`src/hw/rtl/tsq_pkg.sv`:
```
`default_nettype none

package tsq_pkg;

    localparam int PIN_W = 49;

    localparam logic [1:0] OP_STEP    = 2'd0;
    localparam logic [1:0] OP_ENQUEUE = 2'd1;
    localparam logic [1:0] OP_CLEAR   = 2'd2;

    localparam logic [1:0] KIND_COLOR = 2'd0;
    localparam logic [1:0] KIND_BLINK = 2'd1;
    localparam logic [1:0] KIND_PIN   = 2'd2;
    localparam logic [1:0] KIND_WAIT  = 2'd3;

    localparam logic [2:0] ISSUE_LED_OFF = 3'd4;

    localparam logic [1:0] STATUS_OK    = 2'd0;
    localparam logic [1:0] STATUS_FULL  = 2'd1;
    localparam logic [1:0] STATUS_RANGE = 2'd2;

    localparam logic [4:0]  MAX_TIMES    = 5'd20;
    localparam logic [15:0] MIN_BLINK_MS = 16'd100;
    localparam logic [15:0] MAX_SPAN_MS  = 16'd60000;
    localparam logic [5:0]  MAX_PIN      = 6'd48;

    localparam logic [PIN_W-1:0] PIN_MASK_ALL = {PIN_W{1'b1}};

    localparam logic [0:0] CFG_PIN_MASK = 1'b0;

    typedef struct packed {
        logic [1:0]  op;
        logic [1:0]  act_kind;
        logic [7:0]  red_in;
        logic [7:0]  green_in;
        logic [7:0]  blue_in;
        logic [4:0]  blink_count_in;
        logic [15:0] span_ms_in;
        logic [5:0]  pin_in;
        logic        level_in;
        logic        ms_tick;
        logic        blinker_busy;
    } req_t;

    typedef struct packed {
        logic [1:0]  status;
        logic [4:0]  fill_level;
        logic        busy_res;
        logic        issue_valid;
        logic [2:0]  issue_kind;
        logic [7:0]  red_out;
        logic [7:0]  green_out;
        logic [7:0]  blue_out;
        logic [4:0]  blink_count_out;
        logic [15:0] span_ms_out;
        logic [5:0]  pin_out;
        logic        level_out;
    } res_t;

    // one queued action, 54 bits
    typedef struct packed {
        logic [1:0]  kind;
        logic [7:0]  red;
        logic [7:0]  green;
        logic [7:0]  blue;
        logic [4:0]  count;
        logic [15:0] span;
        logic [5:0]  pin;
        logic        level;
    } entry_t;

    typedef struct packed {
        logic load;
        logic exec;
    } ctrl_cmd_t;

endpackage

`default_nettype wire

```
`src/hw/rtl/tsq_ctrl.sv`:
```
`default_nettype none

module tsq_ctrl (
    input  wire logic               clk,
    input  wire logic               rst_n,
    input  wire logic               start,
    output logic                    busy,
    output logic                    done,
    output tsq_pkg::ctrl_cmd_t      cmd
);

    localparam logic ST_IDLE = 1'b0;
    localparam logic ST_EXEC = 1'b1;

    logic state_reg;
    logic state_next;
    logic done_reg;
    logic done_next;

    always_comb
    begin
        state_next = state_reg;
        cmd.load   = 1'b0;
        cmd.exec   = 1'b0;
        case (state_reg)
            ST_IDLE:
            begin
                if (start)
                begin
                    cmd.load   = 1'b1;
                    state_next = ST_EXEC;
                end
            end
            ST_EXEC:
            begin
                cmd.exec   = 1'b1;
                state_next = ST_IDLE;
            end
            default:
            begin
                state_next = ST_IDLE;
            end
        endcase
        done_next = cmd.exec;
    end

    always_ff @(posedge clk or negedge rst_n)
    begin
        if (!rst_n)
        begin
            state_reg <= ST_IDLE;
            done_reg  <= 1'b0;
        end
        else
        begin
            state_reg <= state_next;
            done_reg  <= done_next;
        end
    end

    assign busy = (state_reg != ST_IDLE);
    assign done = done_reg;

endmodule

`default_nettype wire

```
`src/hw/rtl/tsq_datapath.sv`:
```
`default_nettype none

module tsq_datapath #(
    parameter int QUEUE_DEPTH = 16
) (
    input  wire logic                        clk,
    input  wire logic                        rst_n,
    input  wire tsq_pkg::ctrl_cmd_t          cmd,
    input  wire tsq_pkg::req_t               req,
    input  wire logic [tsq_pkg::PIN_W-1:0]   pin_mask,
    output tsq_pkg::res_t                    res
);

    localparam int PTR_W = $clog2(QUEUE_DEPTH);
    localparam int CNT_W = $clog2(QUEUE_DEPTH + 1);
    localparam logic [PTR_W-1:0] PTR_LAST = PTR_W'(QUEUE_DEPTH - 1);
    localparam logic [CNT_W-1:0] CNT_FULL = CNT_W'(QUEUE_DEPTH);

    tsq_pkg::entry_t mem [QUEUE_DEPTH];
    tsq_pkg::entry_t rdata_reg;
    tsq_pkg::req_t   req_reg;
    tsq_pkg::res_t   res_reg;
    tsq_pkg::res_t   res_next;

    logic [PTR_W-1:0] rd_ptr_reg;
    logic [PTR_W-1:0] rd_ptr_next;
    logic [PTR_W-1:0] wr_ptr_reg;
    logic [PTR_W-1:0] wr_ptr_next;
    logic [CNT_W-1:0] count_reg;
    logic [CNT_W-1:0] count_next;
    logic             wait_on_reg;
    logic             wait_on_next;
    logic [15:0]      wait_left_reg;
    logic [15:0]      wait_left_next;
    logic             blink_hold_reg;
    logic             blink_hold_next;

    logic [63:0]      mask_ext;
    logic             entry_ok;
    logic             wr_en;
    logic             held;
    logic [15:0]      wait_dec;
    tsq_pkg::entry_t  new_entry;

    always_comb
    begin
        mask_ext = {{(64 - tsq_pkg::PIN_W){1'b0}}, pin_mask};
        case (req_reg.act_kind)
            tsq_pkg::KIND_BLINK:
                entry_ok = (req_reg.blink_count_in != 5'd0)
                    && (req_reg.blink_count_in <= tsq_pkg::MAX_TIMES)
                    && (req_reg.span_ms_in >= tsq_pkg::MIN_BLINK_MS)
                    && (req_reg.span_ms_in <= tsq_pkg::MAX_SPAN_MS);
            tsq_pkg::KIND_PIN:
                entry_ok = (req_reg.pin_in <= tsq_pkg::MAX_PIN)
                    && mask_ext[req_reg.pin_in];
            tsq_pkg::KIND_WAIT:
                entry_ok = (req_reg.span_ms_in != 16'd0)
                    && (req_reg.span_ms_in <= tsq_pkg::MAX_SPAN_MS);
            default:
                entry_ok = 1'b1;
        endcase

        // store only the operands that the action kind uses
        new_entry      = '0;
        new_entry.kind = req_reg.act_kind;
        if (req_reg.act_kind == tsq_pkg::KIND_COLOR || req_reg.act_kind == tsq_pkg::KIND_BLINK)
        begin
            new_entry.red   = req_reg.red_in;
            new_entry.green = req_reg.green_in;
            new_entry.blue  = req_reg.blue_in;
        end
        if (req_reg.act_kind == tsq_pkg::KIND_BLINK)
        begin
            new_entry.count = req_reg.blink_count_in;
        end
        if (req_reg.act_kind == tsq_pkg::KIND_BLINK || req_reg.act_kind == tsq_pkg::KIND_WAIT)
        begin
            new_entry.span = req_reg.span_ms_in;
        end
        if (req_reg.act_kind == tsq_pkg::KIND_PIN)
        begin
            new_entry.pin   = req_reg.pin_in;
            new_entry.level = req_reg.level_in;
        end

        rd_ptr_next     = rd_ptr_reg;
        wr_ptr_next     = wr_ptr_reg;
        count_next      = count_reg;
        wait_on_next    = wait_on_reg;
        wait_left_next  = wait_left_reg;
        blink_hold_next = blink_hold_reg;
        wr_en           = 1'b0;
        held            = 1'b0;
        res_next        = '0;

        wait_dec = wait_left_reg;
        if (req_reg.ms_tick && wait_left_reg != 16'd0)
        begin
            wait_dec = wait_left_reg - 16'd1;
        end

        case (req_reg.op)
            tsq_pkg::OP_ENQUEUE:
            begin
                if (!entry_ok)
                begin
                    res_next.status = tsq_pkg::STATUS_RANGE;
                end
                else if (count_reg >= CNT_FULL)
                begin
                    res_next.status = tsq_pkg::STATUS_FULL;
                end
                else
                begin
                    wr_en       = cmd.exec;
                    wr_ptr_next = (wr_ptr_reg == PTR_LAST) ? '0 : wr_ptr_reg + 1'b1;
                    count_next  = count_reg + 1'b1;
                end
            end
            tsq_pkg::OP_CLEAR:
            begin
                rd_ptr_next          = '0;
                wr_ptr_next          = '0;
                count_next           = '0;
                wait_on_next         = 1'b0;
                wait_left_next       = '0;
                blink_hold_next      = 1'b0;
                res_next.issue_valid = 1'b1;
                res_next.issue_kind  = tsq_pkg::ISSUE_LED_OFF;
            end
            tsq_pkg::OP_STEP:
            begin
                if (wait_on_reg)
                begin
                    wait_left_next = wait_dec;
                    if (wait_dec != 16'd0)
                    begin
                        held = 1'b1;
                    end
                    else
                    begin
                        wait_on_next = 1'b0;
                    end
                end
                if (!held && blink_hold_reg)
                begin
                    if (req_reg.blinker_busy)
                    begin
                        held = 1'b1;
                    end
                    else
                    begin
                        blink_hold_next = 1'b0;
                    end
                end
                if (!held && count_reg != '0)
                begin
                    rd_ptr_next              = (rd_ptr_reg == PTR_LAST) ? '0 : rd_ptr_reg + 1'b1;
                    count_next               = count_reg - 1'b1;
                    res_next.issue_valid     = 1'b1;
                    res_next.issue_kind      = {1'b0, rdata_reg.kind};
                    res_next.red_out         = rdata_reg.red;
                    res_next.green_out       = rdata_reg.green;
                    res_next.blue_out        = rdata_reg.blue;
                    res_next.blink_count_out = rdata_reg.count;
                    res_next.span_ms_out     = rdata_reg.span;
                    res_next.pin_out         = rdata_reg.pin;
                    res_next.level_out       = rdata_reg.level;
                    if (rdata_reg.kind == tsq_pkg::KIND_BLINK)
                    begin
                        blink_hold_next = 1'b1;
                    end
                    else if (rdata_reg.kind == tsq_pkg::KIND_WAIT)
                    begin
                        wait_on_next   = 1'b1;
                        wait_left_next = rdata_reg.span;
                    end
                end
            end
            default:
            begin
            end
        endcase

        res_next.fill_level = 5'(count_next);
        res_next.busy_res   = (req_reg.op != tsq_pkg::OP_CLEAR)
            && (count_next != '0 || wait_on_next || blink_hold_next || req_reg.blinker_busy);
    end

    always_ff @(posedge clk or negedge rst_n)
    begin
        if (!rst_n)
        begin
            rd_ptr_reg     <= '0;
            wr_ptr_reg     <= '0;
            count_reg      <= '0;
            wait_on_reg    <= 1'b0;
            wait_left_reg  <= '0;
            blink_hold_reg <= 1'b0;
        end
        else if (cmd.exec)
        begin
            rd_ptr_reg     <= rd_ptr_next;
            wr_ptr_reg     <= wr_ptr_next;
            count_reg      <= count_next;
            wait_on_reg    <= wait_on_next;
            wait_left_reg  <= wait_left_next;
            blink_hold_reg <= blink_hold_next;
        end
    end

    // head entry is fetched as the request is taken; no write is pending then
    always_ff @(posedge clk)
    begin
        if (wr_en)
        begin
            mem[wr_ptr_reg] <= new_entry;
        end
        if (cmd.load)
        begin
            rdata_reg <= mem[rd_ptr_reg];
            req_reg   <= req;
        end
        if (cmd.exec)
        begin
            res_reg <= res_next;
        end
    end

    assign res = res_reg;

endmodule

`default_nettype wire

```
`src/hw/rtl/timed_action_sequencer_top.sv`:
```
`default_nettype none

// Channel   | Signals                                        | Handshake
// ----------+------------------------------------------------+------------------------------
// request   | start, busy, req (tsq_pkg::req_t)              | taken when start && !busy
// result    | done, res (tsq_pkg::res_t)                     | one cycle, marked by done
// config    | psel, penable, pwrite, paddr, pwdata, prdata   | APB, pready tied high
//
// A request has a take cycle, which fetches the FIFO head into a register, and an execute cycle,
// which updates queue and timers. The result is registered in the execute cycle and shows with
// busy already low, so the next request can be taken while the result is on the port.
// Reset clears pointers, count and timers at once; queue storage is never cleared.
// The receiver cannot stall the result.

module timed_action_sequencer_top #(
    parameter int QUEUE_DEPTH = 16
) (
    input  wire logic                 clk,
    input  wire logic                 rst_n,
    input  wire logic                 start,
    output logic                      busy,
    input  wire tsq_pkg::req_t        req,
    output logic                      done,
    output tsq_pkg::res_t             res,
    input  wire logic                 psel,
    input  wire logic                 penable,
    input  wire logic                 pwrite,
    input  wire logic [3:0]           paddr,
    input  wire logic [63:0]          pwdata,
    output logic [63:0]               prdata,
    output logic                      pready
);

    tsq_pkg::ctrl_cmd_t          cmd;
    logic [tsq_pkg::PIN_W-1:0]   pin_mask_reg;
    logic                        cfg_hit;

    assign pready  = 1'b1;
    assign cfg_hit = (paddr[3] == tsq_pkg::CFG_PIN_MASK);

    always_ff @(posedge clk or negedge rst_n)
    begin
        if (!rst_n)
        begin
            pin_mask_reg <= tsq_pkg::PIN_MASK_ALL;
        end
        else if (psel && penable && pwrite && cfg_hit)
        begin
            pin_mask_reg <= pwdata[tsq_pkg::PIN_W-1:0];
        end
    end

    assign prdata = cfg_hit ? {{(64 - tsq_pkg::PIN_W){1'b0}}, pin_mask_reg} : 64'd0;

    tsq_ctrl u_ctrl (
        .clk   (clk),
        .rst_n (rst_n),
        .start (start),
        .busy  (busy),
        .done  (done),
        .cmd   (cmd)
    );

    tsq_datapath #(
        .QUEUE_DEPTH (QUEUE_DEPTH)
    ) u_datapath (
        .clk      (clk),
        .rst_n    (rst_n),
        .cmd      (cmd),
        .req      (req),
        .pin_mask (pin_mask_reg),
        .res      (res)
    );

endmodule

`default_nettype wire

```
`config.mk`:
```
export PLATFORM = sky130hd
export DESIGN_NAME = timed_action_sequencer_top
export DESIGN_NICKNAME = d
export VERILOG_FILES = /design/src/hw/rtl/tsq_pkg.sv /design/src/hw/rtl/tsq_ctrl.sv /design/src/hw/rtl/tsq_datapath.sv /design/src/hw/rtl/timed_action_sequencer_top.sv
export SDC_FILE = /design/constraint.sdc
export NUM_CORES = 1
export LEC_CHECK = 0
export BUFFER_PORTS_ARGS = -buffer_cell sky130_fd_sc_hd__buf_2
export CORE_ASPECT_RATIO = 0.7
export CORE_UTILIZATION = 50
export CTS_BUF_LIST = sky130_fd_sc_hd__clkbuf_4
export CTS_CLUSTER_DIAMETER = 60
export DETAILED_ROUTE_END_ITERATION = 10
export PLACE_DENSITY = 0.68
export RECOVER_POWER = 100
export SYNTH_ARGS = -nofsm -noshare
export SYNTH_HDL_FRONTEND = slang
export SYNTH_SLANG_ARGS = --single-unit
```
`constraint.sdc`:
```
create_clock -name clk -period 20.1 [get_ports clk]
set_input_delay 2.01 -clock clk [delete_from_list [all_inputs] [get_ports clk]]
set_output_delay 2.01 -clock clk [all_outputs]
set_load 0.03 [all_outputs]
```
-- Word-level counts from Yosys, hierarchy flattened
Memory sizes are Yosys's and may differ from the RTL's. A register that Yosys moved wholly into a read port is not among the register bits.
Index checks and enable logic that the tools add are counted.
- add/subtract/negate cells: 5
- magnitude comparators: 6
- equality and inequality tests: 13
- mux-type cells: 53
- bitwise logic cells: 2
- reduce and logical (&&, ||, !) cells: 34
- operators by type and width (operator ; number):
    16-bit 2-to-1 mux ; 6
    56-bit 2-to-1 mux ; 1
    49-bit 2-to-1 mux ; 1
    16-bit nonzero test ; 3
    16-bit one-hot mux with 2 select lines ; 1
    24-bit 2-to-1 mux ; 1
    4-bit one-hot mux with 2 select lines ; 3
    1-bit 2-to-1 mux ; 23
    4-bit 2-to-1 mux ; 5
    5-bit 2-to-1 mux ; 4
    16-bit by 7-bit >= comparator with 1-bit output (second input constant) ; 1
    16-bit <= comparator (second input constant) ; 1
    16-bit by 1-bit subtractor with 16-bit output (second input constant) ; 1
    5-bit one-hot mux with 3 select lines ; 1
    5-bit nonzero test ; 3
    1-bit logical AND ; 12
    4-bit by 1-bit adder with 4-bit output (second input constant) ; 2
    2-bit == test (second input constant) ; 4
    4-bit == test (second input constant) ; 2
    6-bit by 7-bit < comparator with 1-bit output (second input constant) ; 1
    7-bit 2-to-1 mux ; 1
    1-bit binary-select mux with 6-bit select ; 1
    2-bit by 1-bit == test with 1-bit output (second input constant) ; 3
    6-bit <= comparator (second input constant) ; 1
    other kinds (17) ; 31
- flip-flop bits (word level): 204
- bits in writable memories: 864
- bits of input ports: 132
- output and inout bits: 131
- word-level logic and storage cells: 147
- memories: 1
- memories (name ; words ; bits a word ; rd ports ; clocked after Yosys merged registers in ; write ports ; line ; text):
    u_datapath.mem ; 16 ; 54 ; 1 ; 1 ; 1 ; tsq_datapath.sv:19 ; tsq_pkg::entry_t mem [QUEUE_DEPTH];

-- Logic depth before layout (Yosys ltp)
Gate-level depths: netlist (run 1).
- depth after elaboration: 20
- gate-level depth with buffers: 12
- gate-level depth less buffers: 11

-- By module
A second synthesis (run 1) with hierarchy kept.
- cell total of the unflattened synthesis: 2490
- area, all modules: 44531.5 um^2
- modules (own cells, without submodules) (module ; times used ; cells an instance ; area an instance (um^2) ; sequential area each (um^2)):
    tsq_datapath ; 1 ; 2309 ; 42060.3 ; 32005.7
    timed_action_sequencer_top ; 1 ; 176 ; 2392.3 ; 1287.5
    tsq_ctrl ; 1 ; 5 ; 78.8 ; 50.0

-- Worst setup path before layout (run 1)
No wires, ideal clock.
- path kind: input port to flip-flop
- start: in start
- end: reg u_ctrl.state_reg (netlist: u_ctrl.busy)
- setup time: 0.642 ns
- data arrival time: 6.900 ns
- required time: 19.458 ns
- setup slack: 12.558 ns
- cell stages on the path: 1
- path buffers: 0
- cells stage by stage: nor2b_1
- cells in the longest elaborated chain, start to end: 2
- ends and longest elaborated chain (element ; line ; text):
    start, declared ; timed_action_sequencer_top.sv:20 ; input wire logic start,
    1-bit 2-to-1 mux ; tsq_ctrl.sv:28 ; if (start)
    1-bit one-hot mux with 2 select lines ; tsq_ctrl.sv:25 ; case (state_reg)
    end signal, assigned ; tsq_ctrl.sv:56 ; state_reg <= state_next;
    end, declared ; tsq_ctrl.sv:15 ; logic state_reg;
No other way between the ends.
A chain may end at the register's enable or synchronous reset.

-- Worst setup path after layout (run 1)
- start: reg u_datapath.req_reg, in the netlist u_datapath.new_entry[53]
- end: mem u_datapath.mem[6][2] (netlist name) (enable)
- cells in the longest elaborated chain, start to end: 6
- elaborated cells on any way between the ends: 8
- classes of those cells: 3 x eq/ne; 5 x mux
- ends and longest elaborated chain (element ; line ; text):
    start, declared ; tsq_datapath.sv:21 ; tsq_pkg::req_t req_reg;
    start signal, assigned ; tsq_datapath.sv:223 ; req_reg <= req;
    2-bit == test / 2-bit by 1-bit == test with 1-bit output (equally long branches) ; tsq_datapath.sv:48 ; case (req_reg.act_kind)
    1-bit one-hot mux with 3 select lines * ; tsq_datapath.sv:48 ;
    1-bit 2-to-1 mux * ; tsq_datapath.sv:106 ; if (!entry_ok)
    1-bit 2-to-1 mux * ; tsq_datapath.sv:103 ; case (req_reg.op)
    1-bit 2-to-1 mux * ; tsq_datapath.sv:216 ; if (wr_en)
    1-bit 2-to-1 mux (implied by the code) * ; tsq_datapath.sv:218 ; mem[wr_ptr_reg] <= new_entry;
    end, declared ; tsq_datapath.sv:19 ;
Mark *: on every way between the ends. The rest lies on a longest branch, timed or not.

==> results of run 1 <==
## power breakdown
part	switching [mW]	internal (mW)
registers	0.101	2.70
logic	0.597	0.419
clock network	0.858	0.927
## placed cells by master (no fill, tap or decap), drive strengths merged, types with 5 or more instances in the layout
cell,n
o31ai,5
inv,24
mux4,118
nand2,102
mux2,108
a221oi,55
nor2b,81
nor3,30
ha,12
mux2i,167
o2bb2ai,8
a21oi,84
edfxtp,1040
nand3,9
nor2,48
o22ai,7
o21ai,136
conb,16
clkinv,39
nand4,11
or4,6
nand2b,5
a22oi,58
dfstp,49
buf,119
dfrtp,33
nor4,8
clkbuf,553
and2,85
## through the flow
step | util [%] | hold slack [ns] | setup slack [ns] | std cells
floorplan | - | 0.497 | 12.56 | 2512
global placement | 53.3 | 0.502 | 15.06 | 3796
detailed placement | 53.3 | 0.503 | 15.01 | 3796
CTS | 57.0 | 0.515 | 14.97 | 4238
global route | 56.5 | 0.531 | 9.74 | 4242
finish | 56.5 | 0.516 | 10.27 | 4242
## how the worst max path moves through the flow
stage	from	endpoint	slack [ns]
final	u_datapath.new_entry[53]	u_datapath.mem[6][2]	10.27
after global routing	u_datapath.new_entry[53]	u_datapath.mem[14][11]	9.74
after CTS	u_datapath.new_entry[53]	u_datapath.mem[14][11]	14.97
after detailed placement	u_datapath.new_entry[53]	u_datapath.mem[14][25]	15.01
after global placement	u_datapath.new_entry[53]	u_datapath.mem[15][25]	15.06
after floorplan	start	u_ctrl.busy	12.56
## kinds of logic (layout without fill, tap and decap cells)
kind of cell	after synthesis	in the layout	synth area share (%)
buffers and inverters	173	737	1.63
AO/OA/AOI/OAI	388	388	5.56
AND/OR/NAND/NOR	408	408	4.94
adder cells (fa/ha/maj)	12	12	0.338
other	2	20	0.0169
multiplexers	393	393	12.5
flip-flops	1122	1122	75.0
## cell type report
type                       instances  area [um^2]  share of cell area [%]
sequential                      1122        33400                    67.0
multi-input combinational       1217        10400                    21.0
clock buffer                     398         2990                    6.00
tap                             1162         1450                    2.92
timing repair buffer             274         1210                    2.44
clock inverter                    44          224                   0.450
inverter                          21         78.8                   0.158
antenna                            4         10.0                  0.0201
## per-layer routing
layer / global-route usage (%) / wire (um)
met1: 33.1 / 44400
met2: 35.4 / 49400
met3: 4.64 / 8380
met4: 8.88 / 2190
met5: 0 / 0
==> reports/metrics.csv, run 1 <==
metric,value,unit
status,"finished, violations left",
violations,"max-capacitance violations, max-slew violations",
synth-edff-count,1040,
grt-ovfl-total,0,
drc_errors,0,
rsz0062_at_grt,false,
dr.pass1.iters,6,
numCtsBuffers,285,
fmax,0.102,GHz
worstMarginPinSlew,4.41,ns
clock_latency,1.15,ns
yosys_warnings,0,
coreArea,0.0880,mm^2
netlist_top_cells_area,"edfxtp_1 70%, mux4_2 6.0%, mux2i_1 3.8%, dfstp_2 2.9%, mux2_2 2.7%",
grt_max_degree,138,
synth_top_flop_cell,edfxtp_1,
ir_drop,0.0681,mV
maxCapViolCount,43,
period_needed,9.83,ns
syn_area,0.0444,mm^2
synthArstFlopShare,7.31,%
endpoint_kind,flip-flop,
fin_nets,3065,
vias,24864,
p_leak,16.6,nW
cts_buffer_depth,4,
max_stage_delay,2.43,ns
critPathKind,reg -> reg,
synth-seq-cells,1122,
powerDensity,113,mW/mm^2
grt_pass1_vias,24971,
reg2reg_from,u_datapath.new_entry[53],
min_to,u_datapath.res[51],
synth_seq_area_share,75.0,%
crit_required,20.71,ns
startpoint_type,flip-flop,
post_cts_buffers,0,
holdPathStages,1,
crit_chain,clkbuf_1 -> clkbuf_1 -> a21oi_1 -> o2111a_1 -> or3_1 -> a221oi_1 -> clkbuf_1 -> nand4_1 -> nor2_1 -> clkbuf_1,
start_util,50.5,%
cts-root-buf,clkbuf_4,
path_buf_inv,4,
crit_slowest_cell,clkbuf_1,
drt_iter0_markers,2463,
yosysTopAreaCellShare,70.3,%
synth_area_per_cell,17.8,um^2
ctsHtreeMaxLevel,5,
rr_worst_depth,10,
ctsHoldBuffers,0,
route.detailed.wl_per_inst,24.6,um
tns,0,ns
rr_endpoint,u_datapath.mem[6][2],
antenna_found_initial,5,
wl,104000,um
hold_viol,0,
drt-vias-per-instance,5.86,
cts_sinks,1122,
crit_path_max_fanout,36,
port_buffers,228,
grt_pass1_wl,153000,um
synth_cells,2498,
finalSetupViolations,0,
grt_use_total,23.2,%
final.fill_count,6818,
cts_tree,yes,
finalWeightedCongestion,0.845,
cp.arrival,10.44,ns
area_delta_synth_final,12.0,%
netlist_top_cells_count,"1040 x edfxtp_1, 167 x mux2i_1, 135 x o21ai_0",
min_path_type,reg -> reg,
placed_area,0.0470,mm^2
die_area,0.0901,mm^2
die_h,251,um
ant_nets,0,
min_from,u_datapath.rdata_reg[51],
r2r_setup_slack,10.27,ns
num_rows,91,
drive_gt1_share,26.6,%
period_share,48.9,%
p_total,5.61,mW
finalMaxSlewViolations,1573,
critPathTopFamily,buffers and inverters,
fin_area,0.0498,mm^2
largest_register_ffs,864,
yosysTopAreaCell,edfxtp_1,
die_w,358,um
clk_pin_slew,0.07,ns
hpwl,54100,um
finClkSkew,0.0776,ns
cts_resized,0,
slew-limit-headroom,-194,%
cp.depth,10,
worst_path_most_repeated_cell,clkbuf_1,
synth.most_common_cell,edfxtp_1,
synth_cell_types,64,
ioPinCount,263,
No activity file was read; power rests on OpenSTA's default activity.
==> run 2, diff against run 1 <==
--- a/config.mk
+++ b/config.mk
@@ -5,6 +5,7 @@
 export SDC_FILE = /design/constraint.sdc
 export NUM_CORES = 1
 export LEC_CHECK = 0
+export ABC_AREA = 1
 export BUFFER_PORTS_ARGS = -buffer_cell sky130_fd_sc_hd__buf_2
 export CORE_ASPECT_RATIO = 0.7
 export CORE_UTILIZATION = 50
==> constraint.sdc (replaced) <==
create_clock -name clk -period 10.05 [get_ports clk]
set_input_delay 1.005 -clock clk [delete_from_list [all_inputs] [get_ports clk]]
set_output_delay 1.005 -clock clk [all_outputs]
set_load 0.03 [all_outputs]
==> run 2 against run 1 <==
The run still ends with max-capacitance violations, max-slew violations left. Synthesized cell count increased by 45%. Sequential share of layout area decreased by 1.6 points. Global-route usage increased by 1.8 points. Clock power increased by 110%. Clock skew increased by 0.0067 ns. Routed wire length increased by 9.0%. Clock-buffer cell count increased by 28. Register-to-register slack got worse by 8.0 ns. Via count increased by 22%. Final cell count increased by 27%. Total power increased by 93%. Critical path type unchanged. Largest power group unchanged.
==> reports/metrics.csv, run 2 <==
metric,value,unit
status,"finished, violations left",
violations,"max-capacitance violations, max-slew violations",
drt-vias-per-instance,5.62,
largest_register_ffs,864,
worstMarginPinSlew,4.23,ns
finClkSkew,0.0842,ns
drive_gt1_share,15.4,%
cts_resized,0,
reg2reg_from,u_datapath.new_entry[53],
synth-seq-cells,1122,
numCtsBuffers,285,
min_path_type,in -> reg,
area_delta_synth_final,13.5,%
rsz0062_at_grt,false,
rr_endpoint,u_datapath.mem[10][19],
cts_sinks,1122,
route.detailed.wl_per_inst,21.1,um
yosys_warnings,0,
synth_area_per_cell,12.4,um^2
ctsHtreeMaxLevel,5,
port_buffers,228,
synth_cells,3632,
powerDensity,212,mW/mm^2
drc_errors,0,
finalSetupViolations,0,
start_util,50.8,%
cp.arrival,8.49,ns
tns,0,ns
finalMaxSlewViolations,838,
maxCapViolCount,19,
ant_nets,0,
crit_required,10.77,ns
die_w,360,um
synth_seq_area_share,74.3,%
holdPathStages,3,
yosysTopAreaCellShare,69.6,%
startpoint_type,flip-flop,
cts_buffer_depth,4,
num_rows,91,
grt_use_total,25.0,%
yosysTopAreaCell,edfxtp_1,
wl,114000,um
vias,30311,
finalWeightedCongestion,0.898,
synth_cell_types,40,
synthArstFlopShare,7.31,%
ir_drop,0.126,mV
critPathKind,reg -> reg,
grt-ovfl-total,0,
die_h,253,um
p_leak,19.0,nW
grt_max_degree,235,
grt_pass1_vias,28846,
cts_tree,yes,
synth_top_flop_cell,edfxtp_1,
endpoint_kind,flip-flop,
final_common_cell,edfxtp_1,
cts-root-buf,clkbuf_4,
rr_worst_depth,12,
hpwl,56500,um
dr.pass1.iters,6,
slew-limit-headroom,-182,%
drt_iter0_markers,3569,
fin_nets,4187,
min_from,pwdata[36],
antenna_found_initial,4,
period_needed,7.76,ns
min_to,pin_mask_reg[36],
clk_pin_slew,0.07,ns
fmax,0.129,GHz
final_cell_mix,"1040 x edfxtp_1, 572 x nand2_1, 473 x nor2_1, 426 x clkbuf_4, 342 x o21ai_0",
coreArea,0.0885,mm^2
crit_path_max_fanout,42,
syn_area,0.0449,mm^2
period_share,77.3,%
post_cts_buffers,0,
grt_pass1_wl,170000,um
synth-edff-count,1040,
clock_latency,1.16,ns
hold_viol,0,
netlist_top_cells_count,"1040 x edfxtp_1, 569 x nand2_1, 480 x nor2_1",
ioPinCount,263,
synth.most_common_cell,edfxtp_1,
die_area,0.0910,mm^2
netlist_top_cells_area,"edfxtp_1 70%, nand2_1 4.8%, nor2_1 4.0%, o21ai_0 3.8%, dfstp_2 2.9%",
utilization,57.6,%
r2r_setup_slack,2.29,ns
-- run 2: cell count changes after synthesis, moves of 126 or more --
cell / delta
o21ai_0: +207
nand2_1: +467
nand3_1: +135
inv_1: +198
a21oi_1: +126
mux2i_1: -167
nor2_1: +432
-- run 2: cell type report --
| cell class | instances | area, um^2 |
|---|---|---|
| clock buffers | 426 | 3200 |
| fillers | 7250 | 37500 |
| inverters | 227 | 861 |
| diodes | 5 | 12.5 |
| repair buffers | 340 | 1980 |
| well taps | 1162 | 1450 |
| clock inverters | 46 | 253 |
| flip-flops and latches | 1122 | 33400 |
| multi-input cells | 2067 | 9850 |
-- run 2: power breakdown --
group / internal (mW) / switching (mW)
combinational: 0.445 / 1.14
clock: 2.00 / 1.76
sequential: 5.32 / 0.132
-- run 2: metal layers --
metal,wire length [um],GRT usage [%],up-vias
li1,-,-,13978
met1,49300,36.1,14676
met2,51200,37.3,1434
met3,10500,5.11,221
met4,2660,9.66,2
met5,13,0,-
-- run 2: per-stage QoR --
stage / power [mW] / area (um^2) / std cells / setup WS (ns) / hold WS, ns
3_3_place_gp: 7.10 / 47100 / 4850 / 4.74 / 0.474
2_1_floorplan: 6.67 / 45000 / 3646 / 3.04 / 0.458
3_5_place_dp: 7.13 / 47100 / 4850 / 4.64 / 0.469
6_report: 10.8 / 51000 / 5395 / 2.29 / 0.131
4_1_cts: 10.9 / 51200 / 5390 / 4.59 / 0.000816
5_1_grt: 11.3 / 51000 / 5393 / 2.10 / 0.0678
-- run 2: repair_timing --
item / 4_1_cts / 5_1_grt
hold buffers: 68 / 0
hold endpoints to repair: 99 / 0
endpoints found under the setup margin: 0 / 0
-- run 2: logic make-up (layout without fill, tap and decap cells) --
family | after synthesis | in the layout | synth area share [%]
AO/OA/AOI/OAI | 746 | 746 | 9.51
other | 2 | 21 | 0.0167
buffers and inverters | 457 | 1039 | 4.02
adder cells (fa/ha/maj) | 12 | 12 | 0.334
flip-flops | 1122 | 1122 | 74.3
XOR/XNOR | 10 | 10 | 0.195
AND/OR/NAND/NOR | 1283 | 1283 | 11.7
-- run 2: worst max-delay path by stage --
| stage | startpoint | to |
|---|---|---|
| after floorplan | u_ctrl.busy | u_ctrl.busy |
| after detailed placement | u_datapath.req_reg[3] | u_datapath.mem[3][28] |
| after global placement | u_datapath.req_reg[3] | u_datapath.mem[3][30] |
| after CTS | u_datapath.req_reg[3] | u_datapath.mem[3][28] |
| after global routing | u_datapath.new_entry[53] | u_datapath.mem[10][27] |
| final | u_datapath.new_entry[53] | u_datapath.mem[10][19] |
-- run 2: worst max-delay path, stage by stage, from the launching register on --
cell and delay, ns:
edfxtp_1 0.32, clkbuf_1 2.23, inv_1 0.62, nand2_1 0.25, nand3_1 0.28, nand2_1 0.27, nand2_1 0.23, nor2_1 0.17
inv_1 0.07, nor3_1 0.46, nand2_1 0.32, nor2_1 1.25, buf_4 0.85
